## src/design/ramdac_extended_register_port_assert.svh

```systemverilog
// assertion macros for the ramdac extended register port
// expects clk and rst_n in the scope of the including module
`ifndef RAMDAC_EXTENDED_REGISTER_PORT_ASSERT_SVH
`define RAMDAC_EXTENDED_REGISTER_PORT_ASSERT_SVH

// same-cycle implication, checked out of reset
`define RDXP_ASSERT_NOW(lbl, ante, cons, msg) \
  lbl: assert property (@(posedge clk) disable iff (!rst_n) (ante) |-> (cons)) else $error(msg);

// next-cycle implication, checked out of reset
`define RDXP_ASSERT_NEXT(lbl, ante, cons, msg) \
  lbl: assert property (@(posedge clk) disable iff (!rst_n) (ante) |=> (cons)) else $error(msg);

`endif

```

## src/design/rdxp_pkg.sv

```systemverilog
// shared types, codes and constants for the ramdac extended register port
// no dependencies
package rdxp_pkg;

  localparam int EXT_REG_DEPTH_DEF = 256;
  localparam int UNLOCK_READS_DEF  = 4;
  localparam int UNLOCK_CNT_W      = 3;
  localparam int IDX_W             = 8;

  // access kinds
  localparam logic FUNC_RD = 1'b0;
  localparam logic FUNC_WR = 1'b1;

  // register select codes, {rs2_line, reg_select}
  localparam logic [2:0] RS_DATA    = 3'd0;
  localparam logic [2:0] RS_IDX_RD  = 3'd1;
  localparam logic [2:0] RS_MASK    = 3'd2;
  localparam logic [2:0] RS_IDX_WR  = 3'd3;
  localparam logic [2:0] RS_CMD     = 3'd6;

  // extended register indexes
  localparam logic [7:0] IDX_DAC_WIDTH  = 8'h08;
  localparam logic [7:0] IDX_ID0        = 8'h09;
  localparam logic [7:0] IDX_ID1        = 8'h0a;
  localparam logic [7:0] IDX_ID2        = 8'h0b;
  localparam logic [7:0] IDX_ID3        = 8'h0c;
  localparam logic [7:0] IDX_MASK_LO    = 8'h0d;
  localparam logic [7:0] IDX_MASK_MID   = 8'h0e;
  localparam logic [7:0] IDX_MASK_HI    = 8'h0f;
  localparam logic [7:0] IDX_TRUE_COLOR = 8'h10;

  localparam logic [7:0] ID_BYTE0 = 8'h53;
  localparam logic [7:0] ID_BYTE1 = 8'h3a;
  localparam logic [7:0] ID_BYTE2 = 8'hb1;
  localparam logic [7:0] ID_BYTE3 = 8'h41;

  // command byte bits
  localparam int CMD_EXT_BIT  = 4;
  localparam int CMD_B5       = 5;
  localparam int CMD_B6       = 6;
  localparam int CMD_B7       = 7;
  localparam logic [7:0] CMD_NO_DEPTH = 8'hff;

  localparam logic [23:0] MASK_RESET = 24'hffffff;

  // colour depth codes
  localparam logic [2:0] DEPTH_8  = 3'd0;
  localparam logic [2:0] DEPTH_15 = 3'd1;
  localparam logic [2:0] DEPTH_16 = 3'd2;
  localparam logic [2:0] DEPTH_24 = 3'd3;
  localparam logic [2:0] DEPTH_32 = 3'd4;

  typedef struct packed {
    logic       func;
    logic [1:0] reg_select;
    logic       rs2_line;
    logic [7:0] write_data;
    logic [7:0] vga_read_data;
    logic [7:0] vga_dac_mask;
  } in_t;

  typedef struct packed {
    logic [7:0]  read_data;
    logic        forward_write;
    logic [2:0]  depth_code;
    logic        depth_changed;
    logic        dac_width_update;
    logic        dac_eight_bit;
    logic [23:0] pixel_mask_out;
  } out_t;

  // register file access, read and write never in the same cycle
  typedef struct packed {
    logic             rd_en;
    logic             wr_en;
    logic [IDX_W-1:0] addr;
    logic [7:0]       wr_data;
  } mem_req_t;

  function automatic logic [2:0] depth_calc(input logic [7:0] cmd, input logic tc_bit);
    logic [2:0] d;
    if (cmd[CMD_B7]) begin
      d = cmd[CMD_B6] ? DEPTH_16 : DEPTH_15;
    end else if (cmd[CMD_B6]) begin
      if (tc_bit) d = DEPTH_32;
      else d = cmd[CMD_B5] ? DEPTH_24 : DEPTH_32;
    end else begin
      d = DEPTH_8;
    end
    return d;
  endfunction

endpackage

```

## src/design/rdxp_ext_file.sv

```systemverilog
// extended register file: synchronous ram with registered read
// entries never written since reset read as zero through per-entry valid bits
// depends on rdxp_pkg
module rdxp_ext_file #(
  parameter int EXT_REG_DEPTH = rdxp_pkg::EXT_REG_DEPTH_DEF
) (
  input  logic               clk,
  input  logic               rst_n,
  input  rdxp_pkg::mem_req_t req,
  output logic [7:0]         rd_data
);

  localparam int AW = $clog2(EXT_REG_DEPTH);

  logic [7:0]               ram [EXT_REG_DEPTH];
  logic [EXT_REG_DEPTH-1:0] vld_r;
  logic [7:0]               q_r;
  logic                     q_vld_r;
  logic [AW-1:0]            addr;

  assign addr = req.addr[AW-1:0];

  always_ff @(posedge clk) begin
    if (req.wr_en) ram[addr] <= req.wr_data;
    if (req.rd_en) q_r <= ram[addr];
  end

  always_ff @(posedge clk) begin
    if (!rst_n) begin
      vld_r   <= '0;
      q_vld_r <= 1'b0;
    end else begin
      if (req.wr_en) vld_r[addr] <= 1'b1;
      if (req.rd_en) q_vld_r <= vld_r[addr];
    end
  end

  assign rd_data = q_vld_r ? q_r : 8'h00;

endmodule

```

## src/design/ramdac_extended_register_port.sv

```systemverilog
// ramdac extended register port, top level
// depends on rdxp_pkg, rdxp_ext_file and ramdac_extended_register_port_assert.svh
//
//   channel | direction | handshake             | payload
//   in      | into      | in_valid / in_ready   | in_data  (rdxp_pkg::in_t)
//   out     | out of    | out_valid / out_ready | out_data (rdxp_pkg::out_t)
//   cfg     | into      | cfg_valid / cfg_ready | cfg_data (rs2 decode enable)
//
// each access has a transfer cycle, which reads the register file at the current
// index, and an exec state, which decodes, writes back and loads the output register.
// the exec state waits while the output register still holds an untaken result.
// synchronous reset; the register file needs no clearing pass (valid bits).
// in_ready and cfg_ready are low while reset is held; cfg_ready is high otherwise.
`include "ramdac_extended_register_port_assert.svh"

module ramdac_extended_register_port #(
  parameter int EXT_REG_DEPTH = rdxp_pkg::EXT_REG_DEPTH_DEF,
  parameter int UNLOCK_READS  = rdxp_pkg::UNLOCK_READS_DEF
) (
  input  logic           clk,
  input  logic           rst_n,
  input  logic           in_valid,
  output logic           in_ready,
  input  rdxp_pkg::in_t  in_data,
  output logic           out_valid,
  input  logic           out_ready,
  output rdxp_pkg::out_t out_data,
  input  logic           cfg_valid,
  output logic           cfg_ready,
  input  logic           cfg_data
);

  localparam int CW = rdxp_pkg::UNLOCK_CNT_W;
  localparam logic [CW-1:0] UNLOCK_MAX = CW'(UNLOCK_READS);

  localparam logic S_IDLE = 1'b0;
  localparam logic S_EXEC = 1'b1;

  logic          state_r;
  logic          rs2_mode_r;
  logic [CW-1:0] unlock_cnt_r, unlock_cnt_nxt;
  logic [7:0]    cmd_r, cmd_nxt;
  logic [7:0]    index_r, index_nxt;
  logic [23:0]   mask_r, mask_nxt;
  logic [2:0]    depth_r, depth_nxt;
  logic          tc_bit_r, tc_bit_nxt;
  rdxp_pkg::in_t  in_q_r;
  rdxp_pkg::out_t out_r, out_nxt;
  logic          out_valid_r;

  rdxp_pkg::mem_req_t mem_req;
  logic [7:0]    mem_rd_data;
  logic          fire;
  logic          ext;
  logic [2:0]    rs;
  logic [7:0]    wbyte;
  logic [7:0]    mbyte;
  logic [7:0]    idx_rd;
  logic          do_cmd_wr, do_idx_wr, do_index_wr;
  logic          mem_wr;

  assign in_ready  = rst_n && (state_r == S_IDLE);
  assign cfg_ready = rst_n;
  assign fire      = (state_r == S_EXEC) && (!out_valid_r || out_ready);
  assign ext       = cmd_r[rdxp_pkg::CMD_EXT_BIT];
  assign rs        = {in_q_r.rs2_line, in_q_r.reg_select};
  assign wbyte     = in_q_r.write_data;
  assign mbyte     = in_q_r.write_data & in_q_r.vga_dac_mask;

  // indexed read: fixed id bytes and mask bytes override the file
  always_comb begin
    case (index_r)
      rdxp_pkg::IDX_ID0:      idx_rd = rdxp_pkg::ID_BYTE0;
      rdxp_pkg::IDX_ID1:      idx_rd = rdxp_pkg::ID_BYTE1;
      rdxp_pkg::IDX_ID2:      idx_rd = rdxp_pkg::ID_BYTE2;
      rdxp_pkg::IDX_ID3:      idx_rd = rdxp_pkg::ID_BYTE3;
      rdxp_pkg::IDX_MASK_LO:  idx_rd = mask_r[7:0];
      rdxp_pkg::IDX_MASK_MID: idx_rd = mask_r[15:8];
      rdxp_pkg::IDX_MASK_HI:  idx_rd = mask_r[23:16];
      default:                idx_rd = mem_rd_data;
    endcase
  end

  always_comb begin
    unlock_cnt_nxt = unlock_cnt_r;
    cmd_nxt        = cmd_r;
    index_nxt      = index_r;
    mask_nxt       = mask_r;
    depth_nxt      = depth_r;
    tc_bit_nxt     = tc_bit_r;
    out_nxt        = '0;
    do_cmd_wr      = 1'b0;
    do_idx_wr      = 1'b0;
    do_index_wr    = 1'b0;
    mem_wr         = 1'b0;

    if (in_q_r.func == rdxp_pkg::FUNC_WR) begin
      if (rs2_mode_r) begin
        case (rs)
          rdxp_pkg::RS_DATA:   if (ext) do_idx_wr = 1'b1; else out_nxt.forward_write = 1'b1;
          rdxp_pkg::RS_MASK:   if (ext) do_cmd_wr = 1'b1; else out_nxt.forward_write = 1'b1;
          rdxp_pkg::RS_IDX_WR: if (ext) do_index_wr = 1'b1; else out_nxt.forward_write = 1'b1;
          rdxp_pkg::RS_CMD:    do_cmd_wr = 1'b1;
          default:             out_nxt.forward_write = 1'b1;
        endcase
      end else begin
        case (rs[1:0])
          rdxp_pkg::RS_MASK[1:0]: begin
            if (unlock_cnt_r == UNLOCK_MAX || ext) do_cmd_wr = 1'b1;
            else out_nxt.forward_write = 1'b1;
          end
          rdxp_pkg::RS_IDX_WR[1:0]: if (ext) do_index_wr = 1'b1; else out_nxt.forward_write = 1'b1;
          rdxp_pkg::RS_DATA[1:0]:   if (ext) do_idx_wr = 1'b1; else out_nxt.forward_write = 1'b1;
          default:                  out_nxt.forward_write = 1'b1;
        endcase
        unlock_cnt_nxt = '0;
      end
    end else begin
      out_nxt.read_data = in_q_r.vga_read_data;
      if (rs2_mode_r) begin
        case (rs)
          rdxp_pkg::RS_DATA:   if (ext) out_nxt.read_data = idx_rd;
          rdxp_pkg::RS_IDX_RD: if (ext) out_nxt.read_data = index_r;
          rdxp_pkg::RS_MASK:   if (ext) out_nxt.read_data = cmd_r;
          rdxp_pkg::RS_CMD:    out_nxt.read_data = cmd_r;
          default:             ;
        endcase
      end else begin
        case (rs[1:0])
          rdxp_pkg::RS_MASK[1:0]: begin
            if (unlock_cnt_r >= UNLOCK_MAX) out_nxt.read_data = cmd_r;
            else unlock_cnt_nxt = unlock_cnt_r + 1'b1;
          end
          rdxp_pkg::RS_DATA[1:0]: begin
            if (ext) out_nxt.read_data = idx_rd;
            unlock_cnt_nxt = '0;
          end
          rdxp_pkg::RS_IDX_RD[1:0]: begin
            if (ext) out_nxt.read_data = index_r;
            unlock_cnt_nxt = '0;
          end
          default: unlock_cnt_nxt = '0;
        endcase
      end
    end

    if (do_cmd_wr) begin
      cmd_nxt = wbyte;
      if (wbyte != rdxp_pkg::CMD_NO_DEPTH) depth_nxt = rdxp_pkg::depth_calc(wbyte, tc_bit_r);
    end
    if (do_index_wr) index_nxt = wbyte;
    if (do_idx_wr) begin
      case (index_r)
        rdxp_pkg::IDX_DAC_WIDTH: begin
          mem_wr                   = 1'b1;
          out_nxt.dac_width_update = 1'b1;
          out_nxt.dac_eight_bit    = wbyte[0];
        end
        rdxp_pkg::IDX_MASK_LO:  mask_nxt = {16'h0000, mbyte};
        rdxp_pkg::IDX_MASK_MID: mask_nxt = mask_r | {8'h00, mbyte, 8'h00};
        rdxp_pkg::IDX_MASK_HI:  mask_nxt = mask_r | {mbyte, 16'h0000};
        rdxp_pkg::IDX_TRUE_COLOR: begin
          mem_wr     = 1'b1;
          tc_bit_nxt = wbyte[0];
          depth_nxt  = rdxp_pkg::depth_calc(cmd_r, wbyte[0]);
        end
        default: mem_wr = 1'b1;
      endcase
    end

    out_nxt.depth_code     = depth_nxt;
    out_nxt.depth_changed  = (depth_nxt != depth_r);
    out_nxt.pixel_mask_out = mask_nxt;
  end

  // read at the transfer, write back in the decode cycle; the fsm keeps them apart
  always_comb begin
    mem_req.rd_en   = in_valid && in_ready;
    mem_req.wr_en   = fire && mem_wr;
    mem_req.addr    = index_r;
    mem_req.wr_data = wbyte;
  end

  rdxp_ext_file #(
    .EXT_REG_DEPTH(EXT_REG_DEPTH)
  ) u_ext_file (
    .clk    (clk),
    .rst_n  (rst_n),
    .req    (mem_req),
    .rd_data(mem_rd_data)
  );

  always_ff @(posedge clk) begin
    if (!rst_n) begin
      state_r      <= S_IDLE;
      rs2_mode_r   <= 1'b0;
      unlock_cnt_r <= '0;
      cmd_r        <= 8'h00;
      index_r      <= 8'h00;
      mask_r       <= rdxp_pkg::MASK_RESET;
      depth_r      <= rdxp_pkg::DEPTH_8;
      tc_bit_r     <= 1'b0;
      out_valid_r  <= 1'b0;
    end else begin
      if (cfg_valid && cfg_ready) rs2_mode_r <= cfg_data;
      case (state_r)
        S_IDLE:  if (in_valid) state_r <= S_EXEC;
        S_EXEC:  if (fire) state_r <= S_IDLE;
        default: state_r <= S_IDLE;
      endcase
      if (fire) begin
        unlock_cnt_r <= unlock_cnt_nxt;
        cmd_r        <= cmd_nxt;
        index_r      <= index_nxt;
        mask_r       <= mask_nxt;
        depth_r      <= depth_nxt;
        tc_bit_r     <= tc_bit_nxt;
        out_valid_r  <= 1'b1;
      end else if (out_ready) begin
        out_valid_r  <= 1'b0;
      end
    end
  end

  always_ff @(posedge clk) begin
    if (in_valid && in_ready) in_q_r <= in_data;
    if (fire) out_r <= out_nxt;
  end

  assign out_valid = out_valid_r;
  assign out_data  = out_r;

  `RDXP_ASSERT_NOW(a_no_take_in_exec, state_r == S_EXEC, !in_ready, "input taken mid-access")
  `RDXP_ASSERT_NOW(a_wr_only_on_fire, mem_req.wr_en, fire && !mem_req.rd_en, "file write outside decode")
  `RDXP_ASSERT_NOW(a_unlock_sat, 1'b1, unlock_cnt_r <= UNLOCK_MAX, "unlock count past saturation")
  `RDXP_ASSERT_NEXT(a_fire_loads_out, fire, out_valid_r && state_r == S_IDLE, "result not loaded")
  `RDXP_ASSERT_NOW(a_depth_legal, 1'b1, depth_r <= rdxp_pkg::DEPTH_32, "illegal depth code")

endmodule

```

## config.mk

```make
export PLATFORM = sky130hd
export DESIGN_NAME = ramdac_extended_register_port
export DESIGN_NICKNAME = d
export VERILOG_FILES = /design/src/design/rdxp_pkg.sv /design/src/design/rdxp_ext_file.sv /design/src/design/ramdac_extended_register_port.sv
export VERILOG_INCLUDE_DIRS = /design/src /design/src/design
export SDC_FILE = /design/constraint.sdc
export NUM_CORES = 2
export LEC_CHECK = 0
export ABC_AREA = 0
export CAP_MARGIN = 20
export CORE_MARGIN = 2
export CORE_UTILIZATION = 52
export DETAILED_ROUTE_END_ITERATION = 16
export DONT_BUFFER_PORTS = 1
export PLACE_DENSITY_LB_ADDON = 0.1
export SLEW_MARGIN = 15
export SYNTH_ARGS = -nofsm -noshare
export SYNTH_HDL_FRONTEND = slang
export SYNTH_SLANG_ARGS = --single-unit
```

## constraint.sdc

```tcl
create_clock -name clk -period 5.1 [get_ports clk]
set_input_delay 0.765 -clock clk [delete_from_list [all_inputs] [get_ports clk]]
set_output_delay 0.765 -clock clk [all_outputs]
set_load 0.005 [all_outputs]
```

======== Word level (Yosys, flattened, before mapping) ========
Memories as Yosys holds them, arrays and structs flattened. A register that Yosys moved wholly into a read port is not among the register bits.
Index checks and enable logic that the tools add are counted.
word-level totals
  bits in registers ....................... 374
  RAM bits ................................ 2048
  bits of input ports ..................... 34
  output and inout port bits .............. 42
  word-level logic and storage cells ...... 138
  memories kept ........................... 1
memories
  memory          depth  width  rd ports  clocked after Yosys merged registers in  wr ports  RTL line             RTL
  u_ext_file.ram  256    8      1         1                                        1         rdxp_ext_file.sv:15  logic [7:0] ram [EXT_REG_DEPTH];
cells by class
  $add $sub $neg .......................... 1
  order comparisons ....................... 3
  eq/ne operators ......................... 20
  mux-type cells .......................... 63
  bitwise gates (word level) .............. 6
  reduce and logical (&&, ||, !) cells .... 20
operator list
  operator                                                     count
  bitwise OR 256 bit                                           1
  case mux 24 bit (3 select lines)                             1
  == test 8 x 4 -> 1 bit (second input constant)               8
  case mux 8 bit (7 select lines)                              1
  two-way mux 3 bit                                            17
  two-way mux 8 bit                                            6
  case mux 8 bit (4 select lines)                              1
  two-way mux 1 bit                                            26
  two-way mux 24 bit                                           1
  bitwise OR 24 x 16 -> 24 bit                                 1
  bitwise OR 24 bit                                            1
  case mux 8 bit (3 select lines)                              1
  less-than comparator 8 x 9 -> 1 bit (second input constant)  1
  bitwise AND 8 bit                                            1
  binary-select mux 1 bit (select 8 bit)                       1
  demux 1 bit (select 8 bit)                                   1
  == test 8 x 5 -> 1 bit (second input constant)               1
  >= comparator 8 x 1 -> 1 bit (second input constant)         1
  inequality test 8 bit (second input constant)                1
  case mux 1 bit (2 select lines)                              4
  == test 3 x 2 -> 1 bit (second input constant)               2
  == test 3 bit (second input constant)                        2
  logical AND 1 bit                                            6
  two-way mux 2 bit                                            3
  17 further kinds                                             24

======== Logic depth before layout (Yosys ltp) ========
  depth in word-level cells ............... 10
  gate-level depth with buffers ........... 13
  mapped depth without buffers ............ 9

======== Hierarchy ========
From an unflattened synthesis, not the netlist that was laid out.
unflattened totals
  cell total of the unflattened synthesis .. 4812
  area total of the unflattened synthesis .. 94949.8 um2
modules (own cells, without submodules)
  module                         instances  cells each  area each (um2)  sequential area each (um2)
  rdxp_ext_file                  1          4209        88787.7          66884.1
  ramdac_extended_register_port  1          603         6162.2           3012.9

======== Worst setup path before layout ========
Ideal clock, no wire load.
  path kind ............................... register to register
  start point ............................. register in_q_r, in the netlist wbyte[6]
  end point ............................... register out_r, in the netlist out_data[26] (data pin)
  setup time .............................. 263 ps
  arrival ................................. 4678 ps
  required time ........................... 4837 ps
  path slack .............................. 159 ps
  cell stages (with the launch flop) ...... 9
  buffers on the path ..................... 1
  clock period less this slack ............ 4941 ps
  cell sequence ........................... edfxtp_1 > clkbuf_1 > nand4_1 > nor2_1 > nor2_1 > o221ai_1 > o21a_1 > xor2_1 > nand3_1
RTL lines
  item                    RTL line                              RTL
  start, declared         ramdac_extended_register_port.sv:47   rdxp_pkg::in_t in_q_r;
  start signal, assigned  ramdac_extended_register_port.sv:226  if (in_valid && in_ready) in_q_r <= in_data;
  end signal, assigned    ramdac_extended_register_port.sv:227  if (fire) out_r <= out_nxt;
  end, declared           ramdac_extended_register_port.sv:48   rdxp_pkg::out_t out_r, out_nxt;

==> results.sh <==
export IMPL_status="completed"
export IMPL_utilization_pct=59.3
export IMPL_fillers=13100
export IMPL_layout_nets=5159
export IMPL_syn2layout_area_growth_pct=13.3
export IMPL_h_tree_depth=4
export IMPL_firstDrtPassIters=6
export IMPL_totalWireLength_um=265000
export IMPL_critical_path_class="register to register"
export IMPL_drv_slew=0
export IMPL_row_count=156
export IMPL_gr_usage_all_layers_pct=28.8
export IMPL_dieHeight_um=431
export IMPL_wl_per_cell_um=34.4
export IMPL_clock_path_buffers=3
export IMPL_gp_congestion=0.953
export IMPL_overflow=0
export IMPL_grt_pass1_wl_um=376000
export IMPL_die_w_um=431
export IMPL_postRouteAntennaNets=0
export IMPL_drc=0
export IMPL_cp_end_kind="register"
export IMPL_path_clk_slew_ps=60
export IMPL_coreArea_mm2=0.181
export IMPL_dp_cells=7213
export IMPL_io_buffers=0
export IMPL_min_period_ps=4260
export IMPL_timing_fmax_mhz=235
export IMPL_synth_top_area_share_pct=67.3
export IMPL_p_comb_share_pct=1.0
export IMPL_sw_frac_of_total_pct=19.9
export IMPL_yosysUniqueCellTypes=74
export IMPL_p_sw_mw=7.80
export IMPL_intPower_mw=31.4
export IMPL_grt_antenna_before_repair=7
export IMPL_hold_start="rst_n"
export IMPL_cts_tree="built"
export IMPL_tightest_slew_ps=1380
export IMPL_crit_required_ps=5690
export IMPL_avgSynthCellArea_um2=19.8
export IMPL_ys_top_cells_by_area="edfxtp_1, mux4_2, dfxtp_1, o21a_1, mux2i_1"
export IMPL_startpoint="index_r[1]"
export IMPL_numCtsBuffers=237
export IMPL_postCtsSetupBuffers=0
export IMPL_crit_arrival_ps=4850
export IMPL_post_cts_resized=0
export IMPL_final_layout_size_suffix_gt1_share_pct=25.5
export IMPL_dieArea_mm2=0.185
export IMPL_clk_latency_ps=880
export IMPL_synth_edf_count=2123
export IMPL_start_util_pct=52.4
export IMPL_rsz0062_at_grt="no"
export IMPL_fin_crit_sh_pct=83.6
export IMPL_worst_path_max_fanout=40
export IMPL_power_leakage_nw=34.0
export IMPL_pwr_share_clk_pct=43.9
export IMPL_maxCapViolCount=0
export IMPL_root_buffer="clkbuf_16"
export IMPL_start_kind="register"
export IMPL_grt_pass1_vias=49000
export IMPL_powerDensity_mw_per_mm2=366
export IMPL_num_io_pins=76
export IMPL_grt_max_degree=295
export IMPL_hold_viol_final=0
export IMPL_rr_startpoint="index_r[1]"
export IMPL_synthCells=4782
export IMPL_slew_headroom_pct=8.04
export IMPL_vias=49900
export IMPL_fin_skew_ps=47.8
export IMPL_yosysTopAreaCell="edfxtp_1"
export IMPL_ys_warn_count=0
export IMPL_seq_power_share_pct=55.1
export IMPL_ir_worst_vdd_v=0.000287
export IMPL_vias_per_cell=6.49
export IMPL_final_cells=7701
export IMPL_hpwl_um=165000
export IMPL_clkSinkCount=2430
export IMPL_initialDrtViolationCount=6387
export IMPL_seq_area_frac_synth_pct=73.8
export IMPL_worstHoldPathType="input port to register"
export IMPL_fin_tns_setup_ps=0
export IMPL_setup_viol=0
export IMPL_netlist_area_mm2=0.0947
export IMPL_synthFlopType="edfxtp_1"
export IMPL_async_flop_share_pct=0
export IMPL_ys_seq_elements=2430
-- cells in the final DEF (no fill, tap or decap), types with 36 or more instances in the layout --
cell type and n:
buf_4 301, o21a_1 263, nand2_1 139, clkinv_2 36, nor2b_1 42, a22oi_1 36
dfxtp_1 301, clkinv_1 39, mux2i_1 149, mux4_2 628, nor2_1 311, clkbuf_16 241
edfxtp_1 2123, o22ai_1 60, a21oi_1 43, clkbuf_1 70
-- state kept, by name, summed over array words and instances (netlist names) --
signal and cells:
rs2_mode_r 1, depth_r 3, wbyte 8, u_ext_file.ram 2048, state_r 1, out_valid 1
out_data 39, unlock_cnt_r 3, in_q_r 20, u_ext_file.vld_r 256, tc_bit_r 1, cmd_r 8
u_ext_file.q_r 8, u_ext_file.q_vld_r 1, mask_r 24, index_r 8
-- layout make-up --
cell class	instances	area, um^2	area share, %
Tap cell	2370	2970	2.77
Clock inverter	106	931	0.868
Antenna cell	3	7.51	0.00700
Inverter	28	113	0.105
Clock buffer	344	6750	6.29
Sequential cell	2430	69900	65.2
Timing Repair Buffer	367	3290	3.06
Multi-Input combinational cell	2053	23200	21.7
-- Yosys cell counts, types with 5 or more instances --
cell type and count:
edfxtp_1 2123, mux4_2 628, nor2_1 315, dfxtp_1 307, o21a_1 263, nand2_1 150, mux2i_1 149, clkbuf_1 119
buf_2 89, o22ai_1 60, a21oi_1 43, nor2b_1 43, a22oi_1 36, o21ai_0 34, buf_6 31, buf_4 27
inv_1 26, nand3_1 26, a31oi_1 25, buf_1 22, o311ai_0 19, a221oi_1 17, a22o_1 17, mux2_2 16
nor4_1 16, and2_1 15, nor3_1 15, o211ai_1 15, o221ai_1 14, nand2b_1 12, nand4_1 11, a211oi_1 8
ha_1 8, a221o_1 6, and4b_1 5, o32ai_1 5, or4_1 5
-- power groups by stage --
stage               Clock [mW]  Combinational, mW  Sequential, mW
floorplan                    0              0.145            22.2
global placement             0              0.357            22.0
detailed placement           0              0.372            22.0
CTS                       17.5              0.393            21.6
global route              18.2              0.431            21.6
finish                    17.2              0.398            21.6
-- cells by family after synthesis --
family                   Yosys count  synth area share [%]
AO/OA/AOI/OAI                    591                  4.52
multiplexers                     793                  16.7
other                              1               0.00396
flip-flops                      2430                  73.8
XOR/XNOR                           3                0.0278
buffers and inverters            322                  1.82
AND/OR/NAND/NOR                  634                  2.97
adder cells (fa/ha/maj)            8                 0.106
-- layer usage --
layer,vias to the layer above,global-route usage (%),part of all wire (%)
met1,26600,41.7,41
met5,-,0,0
li1,20300,-,-
met2,2545,43.3,46
met3,481,5.70,9.1
met4,0,11.7,4.5
-- repair_timing --
item,in CTS,in global routing
endpoints found under the setup margin,0,0
hold buffers,31,0
endpoints found under the hold margin,44,0
-- critical path, stage by stage (launching register included) --
cell and delay, ps:
dfxtp_4 980, buf_12 370, mux4_2 540, mux2i_1 550
o22ai_1 210, or4_1 570, nor4_1 590, nand3_1 150
-- per-stage QoR --
stage               power (mW)  setup slack, ps  area, um^2  hold WS (ps)
floorplan                 22.3              159       94700           424
global placement          22.4              857       99100           437
detailed placement        22.4              863       99100           442
CTS                       39.5              830      107000          2.08
global route              40.2              688      107000          5.52
finish                    39.2              839      107000          60.4
-- final timing paths --
kind,slack [ps],depth (start not counted),to
max reg2reg,840,7,u_ext_file.q_r[4]
min,60,1,mask_r[8]
max,840,7,u_ext_file.q_r[4]
min reg2reg,460,1,u_ext_file.vld_r[13]
No activity file was read; power rests on OpenSTA's default activity.
